`src/hdl/sba_pkg.sv`:
```
// ----------------------------------------------------------------------------
// sba_pkg
// Widths, register indexes, reset values and shared helpers of the spectrum
// bin attack/release averager.
// ----------------------------------------------------------------------------
package sba_pkg;

  localparam int BIN_W       = 12;
  localparam int CPLX_W      = 32;
  localparam int SQ_W        = 2 * CPLX_W;
  localparam int LEVEL_W     = 48;
  localparam int SHIFT_W     = 6;
  localparam int ALPHA_W     = 16;
  localparam int PROD_W      = LEVEL_W + ALPHA_W + 2;
  localparam int CFG_INDEX_W = 2;
  localparam int CFG_DATA_W  = 16;

  localparam int DEFAULT_BINS = 4096;

  localparam logic [CFG_INDEX_W-1:0] REG_POWER_SHIFT   = 2'd0;
  localparam logic [CFG_INDEX_W-1:0] REG_ATTACK_ALPHA  = 2'd1;
  localparam logic [CFG_INDEX_W-1:0] REG_RELEASE_ALPHA = 2'd2;

  localparam logic [SHIFT_W-1:0] POWER_SHIFT_RESET   = 6'd22;
  localparam logic [ALPHA_W-1:0] ATTACK_ALPHA_RESET  = 16'd5767;
  localparam logic [ALPHA_W-1:0] RELEASE_ALPHA_RESET = 16'd210;
  localparam logic [LEVEL_W-1:0] LEVEL_FLOOR         = 48'd1;

  // register loads of the pipeline, one per stage
  typedef struct packed {
    logic ld1;
    logic ld2;
    logic ld3;
    logic ld4;
    logic ld5;
    logic ld6;
    logic ld_out;
  } sba_load_t;

  function automatic logic [CPLX_W-1:0] abs_mag(input logic signed [CPLX_W-1:0] v);
    logic [CPLX_W-1:0] u;
    u = unsigned'(v);
    return v[CPLX_W-1] ? (~u + CPLX_W'(1)) : u;
  endfunction

endpackage

```
`src/hdl/sba_blend.sv`:
```
// ----------------------------------------------------------------------------
// sba_blend
// Attack/release blend: level + ((power - level) * alpha) >> 16, floored,
// which equals (power*a + level*(65536-a)) >> 16.
// ----------------------------------------------------------------------------
module sba_blend import sba_pkg::*; (
  input  logic               clk,
  input  sba_load_t          ld,
  input  logic [LEVEL_W-1:0] power,
  input  logic [LEVEL_W-1:0] old_level,
  input  logic [ALPHA_W-1:0] attack_alpha,
  input  logic [ALPHA_W-1:0] release_alpha,
  output logic [LEVEL_W-1:0] new_level
);

  logic signed [LEVEL_W:0]   diff;
  logic signed [LEVEL_W:0]   diff_next;
  logic [ALPHA_W-1:0]        alpha;
  logic [LEVEL_W-1:0]        old5;
  logic signed [PROD_W-1:0]  prod;
  logic [LEVEL_W-1:0]        old6;

  assign diff_next = signed'({1'b0, power}) - signed'({1'b0, old_level});
  assign new_level = old6 + prod[LEVEL_W+ALPHA_W-1:ALPHA_W];

  always_ff @(posedge clk) begin
    if (ld.ld5) begin
      diff  <= diff_next;
      alpha <= diff_next[LEVEL_W] ? release_alpha : attack_alpha;
      old5  <= old_level;
    end
    if (ld.ld6) begin
      prod <= PROD_W'(diff) * PROD_W'(signed'({1'b0, alpha}));
      old6 <= old5;
    end
  end

endmodule

```
`config.mk`:
```
export PLATFORM = sky130hd
export DESIGN_NAME = sba_blend
export DESIGN_NICKNAME = d
export VERILOG_FILES = /design/src/hdl/sba_pkg.sv /design/src/hdl/sba_blend.sv
export SDC_FILE = /design/constraint.sdc
export NUM_CORES = 2
export LEC_CHECK = 0
export ABC_CLOCK_PERIOD_IN_PS = 9200
export BUFFER_PORTS_ARGS = -buffer_cell sky130_fd_sc_hd__buf_2
export CORE_MARGIN = 2
export CORE_UTILIZATION = 35
export DETAILED_ROUTE_END_ITERATION = 7
export SYNTH_ARGS = -nofsm -noshare
export SYNTH_HDL_FRONTEND = slang
export SYNTH_SLANG_ARGS = --single-unit
```
`constraint.sdc`:
```
create_clock -name clk -period 9.2 [get_ports clk]
set_clock_uncertainty 0.1 [all_clocks]
set_input_delay 1.84 -clock clk [delete_from_list [all_inputs] [get_ports clk]]
set_output_delay 1.84 -clock clk [all_outputs]
set_load 0.005 [all_outputs]
```
==> flow_summary.json <==
{
  "cts_setup_buffers": 0,
  "cts.clk_slew.worst_paths_ns": 0.06,
  "netlist_area_um2": 37200,
  "ios": 184,
  "synth_top_family_by_area": "adder cells",
  "max_freq_mhz": 125,
  "antenna_found_initial": 0,
  "wirelength_um": 95900,
  "avgSynthCellArea_um2": 9.49,
  "initial_utilization": 0.353,
  "die_y_um": 330,
  "run_status": "complete, no violations",
  "yosysTopAreaCellShare": 0.385,
  "netlist_instances": 3917,
  "htree_levels": 1,
  "tns_ns": 0,
  "grt_use_total": 0.183,
  "first_pass_iters": 5,
  "cts_tree": "done",
  "cts.repair.resized": 0,
  "min_period_over_period": 0.872,
  "overflow": 0,
  "clock_latency_ns": 0.60,
  "via_per_inst": 4.89,
  "critPathCaptureType": "flop",
  "rsz0062_at_grt": "false",
  "tightest_slew_ns": 1.19,
  "startpoint_type": "flop",
  "setup_viol": 0,
  "area_delta_synth_final_pct": 8.24,
  "slew_violations": 0,
  "drc": 0,
  "row_count": 119,
  "synth-adder-area-share": 0.465,
  "hold_class": "reg2reg",
  "cts_buffers": 27,
  "worst_slack_ns": 1.18,
  "critPathRequiredTime_ns": 9.56,
  "pre_cts_slack_ns": 1.18,
  "final_cell_mix": "inv_1, fa_1, nand2_1, and2_1, ha_1",
  "ys.flop_type": "edfxtp_1",
  "grt_pass1_wl_um": 156000,
  "synth_top_area_cell": "fa_1",
  "dr_total_vias": 26356,
  "coreArea_um2": 105000,
  "seq_area_frac_synth": 0.169,
  "cts_sinks": 209,
  "async_flop_share": 0,
  "maxCapViolCount": 0,
  "timing.slew.headroom": 0.208,
  "cts.path.max_buffers": 3,
  "cts_root_buf": "clkbuf_16",
  "final.min_clock_period_ns": 8.02,
  "path_max_fanout": 22,
  "muxShareOfSynthArea": 0.00602,
  "fin_nets": 5073,
  "fin_util": 0.382,
  "ys_types": 79,
  "dp_hpwl_um": 75400,
  "postCtsHoldBufs": 0,
  "drtIter0Drc": 1538,
  "cp.arrival_ns": 8.38,
  "path_class": "reg2reg",
  "synthXorXnorAreaFrac": 0.0342,
  "synth_nets": 5007,
  "ys_ff_latch": 209,
  "ant_nets": 0,
  "synth-compound-area-share": 0.0742,
  "portBuffers": 178,
  "synthSimpleGateAreaFrac": 0.141,
  "routabilityCongestion": 0.878,
  "r2r_slack_ns": 1.18,
  "routedWlPerCell_um": 17.8,
  "synth-edff-count": 209,
  "finalHoldViolations": 0,
  "chipWidth_um": 330,
  "final_common_cell": "inv_1",
  "fp.dieArea_um2": 109000,
  "synth_area_leaders": "fa_1, edfxtp_1, inv_1",
  "grt_start_max_net_pins": 71,
  "ys.warnings.count": 0,
  "drive_gt1_frac": 0.0728,
  "first_global_vias": 28603
}
==> path summary, 6_finish.rpt <==
path                            from            endpoint  depth (start not counted)
setup / recovery  alpha[8]$_DFFE_PP_  prod[58]$_DFFE_PP_                         23
hold / removal    old5[29]$_DFFE_PP_  old6[29]$_DFFE_PP_                          0
setup reg to reg  alpha[8]$_DFFE_PP_  prod[58]$_DFFE_PP_                         23
hold reg to reg   old5[29]$_DFFE_PP_  old6[29]$_DFFE_PP_                          0
==> metrics by stage <==
step | hold slack (ns) | instance area (µm²) | std cells
floorplan | 0.300 | 37200 | 3917
global placement | 0.302 | 39400 | 5345
detailed placement | 0.305 | 39400 | 5345
CTS | 0.318 | 40200 | 5388
global route | 0.320 | 40200 | 5388
finish | 0.317 | 40200 | 5389
==> per-layer routing <==
| layer | part of all wire | vias up | track usage |
|---|---|---|---|
| li1 | - | 12072 | - |
| met4 | 0.035 | 0 | 0.0580 |
| met1 | 0.42 | 13441 | 0.235 |
| met2 | 0.50 | 683 | 0.322 |
| met5 | 0 | - | 0 |
| met3 | 0.049 | 160 | 0.0222 |
==> cell families (layout without fill, tap and decap cells) <==
| family | count (synthesis) | after routing |
|---|---|---|
| compound gates | 418 | 418 |
| simple gates | 1086 | 1086 |
| fa+ha+maj | 954 | 954 |
| buf+inv | 1088 | 1168 |
| other cells | 0 | 1 |
| mux | 17 | 17 |
| xor+xnor | 145 | 145 |
| flops | 209 | 209 |
==> worst max-delay path, stage by stage (launching register included) <==
cell and delay, ns:
edfxtp_1 0.95, buf_12 0.23, buf_4 0.35, nand2_1 0.14, fa_1 0.57, inv_1 0.05, fa_1 0.48, fa_1 0.58
fa_1 0.43, fa_1 0.50, inv_1 0.05, fa_1 0.53, inv_1 0.06, ha_1 0.40, a21oi_1 0.22, o21ai_0 0.15
a41oi_1 0.24, nor2_1 0.10, o31a_1 0.33, a211oi_2 0.34, o21ai_1 0.23, a21oi_2 0.26, or4b_1 0.45, nand4_1 0.10
==> sequential cells by signal, summed over array words and instances, names as in the netlist <==
| name | count |
|---|---|
| alpha | 16 |
| diff | 49 |
| old5 | 48 |
| old6 | 48 |
| prod | 48 |
==> cells in the mapped netlist, types with 12 or more instances <==
cell and instances:
and2_1 320, ha_1 239, o21ai_0 62, a21oi_1 141, nand4_1 31, a21o_1 59, xor2_1 55, and3_1 16
xnor2_1 90, nor2b_1 12, a31oi_1 14, nand3_1 35, nor2_1 64, nor3_1 18, nand2_1 544, fa_1 715
edfxtp_1 209, o21bai_1 18, inv_1 918, clkbuf_1 164, nand2b_1 13, o21a_1 14
==> cell type report <==
class                           count  area (µm²)
Clock buffer                       30         687
Fill cell                       10561       65000
Tap cell                         1391        1740
Inverter                          918        3450
Sequential cell                   209        6280
Antenna cell                        1        2.50
Timing Repair Buffer              207        1130
Clock inverter                     13         158
Multi-Input combinational cell   2620       26800
Power is not shown: default switching activity piles up to over one toggle a cycle in this logic, so the estimate is an artifact.
