`config.mk`:
```
export PLATFORM = sky130hd
export DESIGN_NAME = sba_power
export DESIGN_NICKNAME = d
export VERILOG_FILES = /design/src/hdl/sba_pkg.sv /design/src/hdl/sba_power.sv
export SDC_FILE = /design/constraint.sdc
export NUM_CORES = 2
export LEC_CHECK = 0
export BUFFER_PORTS_ARGS = -buffer_cell sky130_fd_sc_hd__buf_4
export CORE_ASPECT_RATIO = 1.1
export CORE_UTILIZATION = 43
export CTS_CLUSTER_SIZE = 25
export DETAILED_ROUTE_END_ITERATION = 7
export PLACE_DENSITY = 0.61
export RECOVER_POWER = 100
export SYNTH_ARGS = -nofsm -noshare
export SYNTH_HDL_FRONTEND = slang
export SYNTH_SLANG_ARGS = --single-unit
export TNS_END_PERCENT = 5
```
`constraint.sdc`:
```
create_clock -name clk -period 9.3 [get_ports clk]
set_clock_uncertainty 0.05 [all_clocks]
set_input_delay 0.93 -clock clk [delete_from_list [all_inputs] [get_ports clk]]
set_output_delay 0.93 -clock clk [all_outputs]
set_load 0.02 [all_outputs]
```
`src/hdl/sba_pkg.sv`:
```
// ----------------------------------------------------------------------------
// sba_pkg
// Widths, register indexes, reset values and shared helpers of the spectrum
// bin attack/release averager.
// ----------------------------------------------------------------------------
package sba_pkg;

  localparam int BIN_W       = 12;
  localparam int CPLX_W      = 32;
  localparam int SQ_W        = 2 * CPLX_W;
  localparam int LEVEL_W     = 48;
  localparam int SHIFT_W     = 6;
  localparam int ALPHA_W     = 16;
  localparam int PROD_W      = LEVEL_W + ALPHA_W + 2;
  localparam int CFG_INDEX_W = 2;
  localparam int CFG_DATA_W  = 16;

  localparam int DEFAULT_BINS = 4096;

  localparam logic [CFG_INDEX_W-1:0] REG_POWER_SHIFT   = 2'd0;
  localparam logic [CFG_INDEX_W-1:0] REG_ATTACK_ALPHA  = 2'd1;
  localparam logic [CFG_INDEX_W-1:0] REG_RELEASE_ALPHA = 2'd2;

  localparam logic [SHIFT_W-1:0] POWER_SHIFT_RESET   = 6'd22;
  localparam logic [ALPHA_W-1:0] ATTACK_ALPHA_RESET  = 16'd5767;
  localparam logic [ALPHA_W-1:0] RELEASE_ALPHA_RESET = 16'd210;
  localparam logic [LEVEL_W-1:0] LEVEL_FLOOR         = 48'd1;

  // register loads of the pipeline, one per stage
  typedef struct packed {
    logic ld1;
    logic ld2;
    logic ld3;
    logic ld4;
    logic ld5;
    logic ld6;
    logic ld_out;
  } sba_load_t;

  function automatic logic [CPLX_W-1:0] abs_mag(input logic signed [CPLX_W-1:0] v);
    logic [CPLX_W-1:0] u;
    u = unsigned'(v);
    return v[CPLX_W-1] ? (~u + CPLX_W'(1)) : u;
  endfunction

endpackage

```
`src/hdl/sba_power.sv`:
```
// ----------------------------------------------------------------------------
// sba_power
// Bin power pipeline: magnitudes, squares, sum, then scale and saturate.
// ----------------------------------------------------------------------------
module sba_power import sba_pkg::*; (
  input  logic                     clk,
  input  sba_load_t                ld,
  input  logic signed [CPLX_W-1:0] real_part,
  input  logic signed [CPLX_W-1:0] imag_part,
  input  logic [SHIFT_W-1:0]       power_shift,
  output logic [LEVEL_W-1:0]       power
);

  logic [CPLX_W-1:0] mag_re;
  logic [CPLX_W-1:0] mag_im;
  logic [SQ_W-1:0]   sq_re;
  logic [SQ_W-1:0]   sq_im;
  logic [SQ_W-1:0]   sq_sum;
  logic [SQ_W-1:0]   scaled;
  logic [LEVEL_W-1:0] power_next;

  assign scaled     = sq_sum >> power_shift;
  assign power_next = (|scaled[SQ_W-1:LEVEL_W]) ? '1 : scaled[LEVEL_W-1:0];

  always_ff @(posedge clk) begin
    if (ld.ld1) begin
      mag_re <= abs_mag(real_part);
      mag_im <= abs_mag(imag_part);
    end
    if (ld.ld2) begin
      sq_re <= SQ_W'(mag_re) * SQ_W'(mag_re);
      sq_im <= SQ_W'(mag_im) * SQ_W'(mag_im);
    end
    if (ld.ld3) begin
      sq_sum <= sq_re + sq_im;
    end
    if (ld.ld4) begin
      power <= power_next;
    end
  end

endmodule

```
==> summary.md <==
| Metric | Value |
|---|---|
| H-tree depth | 2 |
| Largest cells by area after synthesis | fa_1 (42%), edfxtp_1 (12%), ha_1 (11%) |
| Routed Antenna Nets | 0 |
| Syn_nets | 10146 |
| Post-Place Setup Slack | 0.5165 ns |
| Starting DRT DRC Count | 3405 |
| Final hold vios | 0 |
| RSZ-0062 raised after global routing | false |
| Max Cap Viol | 8 |
| Yosys reg bits | 302 |
| Top cell type's share of synthesized area | a little over two fifths |
| Wire per inst | approximately 19 microns |
| Crit end category | register |
| Setup TNS | 0 ns |
| WP data arrival | 9.23 ns |
| Pin count of the biggest net entering global routing | ~80 |
| Fillers | 16814 |
| Die area | between 0.15 and 0.2 sq mm |
| Yosys warns | 0 |
| Register area | 0.009069 sq mm |
| Slew @ Worst Pin | 3.705 ns |
| Avg Cell Area, Syn | 9.732 sq um |
| CTS clk-pin slew, worst paths | 0.06 ns |
| Total GRT Usage | 22.57% |
| CP startpoint | mag_im[9] |
| Delay of the slowest critical-path stage | 0.64 ns |
| Post-Syn Area | 0.07614 sq mm |
| Status | complete, but fails checks |
| PortBufs | roughly 120 |
| Final WS setup | 0.3823 ns |
| Sequential area share after synthesis | 11.91% |
| CTS tree | built |
| Fin util | 45.95% |
| Failing checks | capacitance limit, slew limit |
| CTS Buf Count | 35 |
| HP Start | sq_re[2] |
| Hold Path Class | register to register |
| Initial antenna violation count | 6 |
| WP data required | 9.61 ns |
| Setup Crit Path Kind | register to register |
| Worst-Skew Late Latency | around 0.62 ns |
| Clk sinks | 302 |
| Startpoint types | register |
| Slew margin rel. | -147.0% |
| FFs w/ async S/R, synth | 0% |
| # rows | 161 |
| Share of cells above drive strength 1 | 4.773% |
| Crit-path max FO | 19 |
| Area grow syn2layout | 5.881% |
| Yosys cell types | between 70 and 80 |
| CP dominant cell by count | fa_1 |
| Hold_buf cts | 0 |
| Final HPWL DP | around 160000 microns |
| Area of the multi-input gates | 0.05841 sq mm |
| Final worst path period share | 95.89% |
| DRC Markers | 0 |
| Root buf cell | clkbuf_16 |
| GPL Wtd Cong | around 0.93 |
| Main synth FF type | edfxtp_1 |
| Crit path time final | 8.918 ns |
| Commonest cells in the netlist | inv_1 (1973), fa_1 (1585), nand2_1 (666) |
| Global-route wire length before repair | about 320000 microns |
| Core ar. | 0.1755 sq mm |
| Vias per cell | 5.165 |
| Post-synth EDFFs | 302 |
| GRT overflow | 0 |
| Vias in the first global route | 58058 |
| Drt first pass iters | 5 |
| Post-synth top area cell | fa_1 |
| Mapped Cells | 7824 |
| Clock tree buffer depth | 3 |
| Most frequent cell after synthesis | inv_1 |
| Setup violators final | 0 |
| Max-slew violations | about 400 |
| I/O pins | approximately 130 |
| Via Count | between 50000 and 60000 |
| Worst reg2reg startpoint | mag_im[9] |
| Die Y | 443.3 microns |
| Nets | 10111 |
| Total wire length | roughly 200000 microns |
| CP max-delay cell | nor4_1 |
| Initial core utilization | 43.40% |
| Die W | 403.2 microns |
| Max frequency | 112.1 MHz |
-- registers in the layout (all words and copies together) (netlist names) --
| name | flops |
|---|---|
| mag_re | 32 |
| power | 48 |
| mag_im | 32 |
| sq_im | 63 |
| sq_re | 63 |
| sq_sum | 64 |
-- stage by stage --
stage	cells	instance area, sq um	hold slack (ns)
2_1_floorplan	7824	76140	0.4583
3_3_place_gp	10115	79770	0.4910
3_5_place_dp	10115	79770	0.4923
4_1_cts	10178	80930	0.4156
5_1_grt	10181	80620	0.5132
6_report	10183	80620	0.5145
-- kinds of logic after synthesis --
group | Yosys count | share of synthesized area, %
buf+inv | 2293 | 11.32
fa+ha+maj | 2244 | 52.50
simple gates | 1650 | 10.58
compound gates | 874 | 7.388
xor+xnor | 317 | 3.646
flops | 302 | 11.91
mux | 144 | 2.655
-- timing repair --
action	CTS	global route
gates resized for setup	0	2
buffers inserted	0	0
endpoints found under the setup margin	0	3
-- path summary, 6_finish.rpt --
check                   end  slack, ns  cells after the start
hold reg to reg   sq_sum[2]       0.51                      1
setup / recovery  sq_im[59]       0.38                     26
setup reg to reg  sq_im[59]       0.38                     26
hold / removal    sq_sum[2]       0.51                      1
-- placed cells by master, fill, tap and decap left out, drive strengths merged, types with 42 or more instances in the layout --
cell,netlist,routed
a21o,132,132
a21oi,242,242
and2,489,489
buf,29,172
clkbuf,288,110
edfxtp,302,302
fa,1585,1585
ha,659,659
inv,1975,1983
mux2,44,44
mux2i,58,58
mux4,42,42
nand2,666,666
nor2,241,241
o21ai,188,188
xnor2,199,199
xor2,118,118
-- cell type report --
class / count / area share (%)
diodes: 5 / 0.01552
clock buffers: 37 / 1.096
clock inverters: 26 / 0.3445
inverters: 1976 / 9.200
multi-input cells: 5229 / 72.45
flip-flops and latches: 302 / 11.25
well taps: 2363 / 3.667
repair buffers: 245 / 1.976
-- critical path: cells and delay by family, from the launching register on --
family,cells,cell delay (ns)
adders and majority gates,9,4.10
AOI/OAI and AO/OA,6,1.56
and+or+nand+nor,5,1.38
buffers and inverters,5,0.86
DFF,1,0.59
xor gates and xnor gates,1,0.13
-- layer usage --
| layer | part of all wire (%) | wire length (microns) | global-route usage [%] | vias up |
|---|---|---|---|---|
| met4 | 3.7 | 7275 | 7.701 | 4 |
| met1 | 41 | 79780 | 29.14 | 27025 |
| li1 | - | - | - | 23931 |
| met3 | 4.8 | 9240 | 2.234 | 314 |
| met2 | 50 | 97860 | 39.45 | 1321 |
| met5 | 0.014 | 27 | 0 | - |
Power is not shown: default switching activity piles up to over one toggle a cycle in this logic, so the estimate is an artifact.
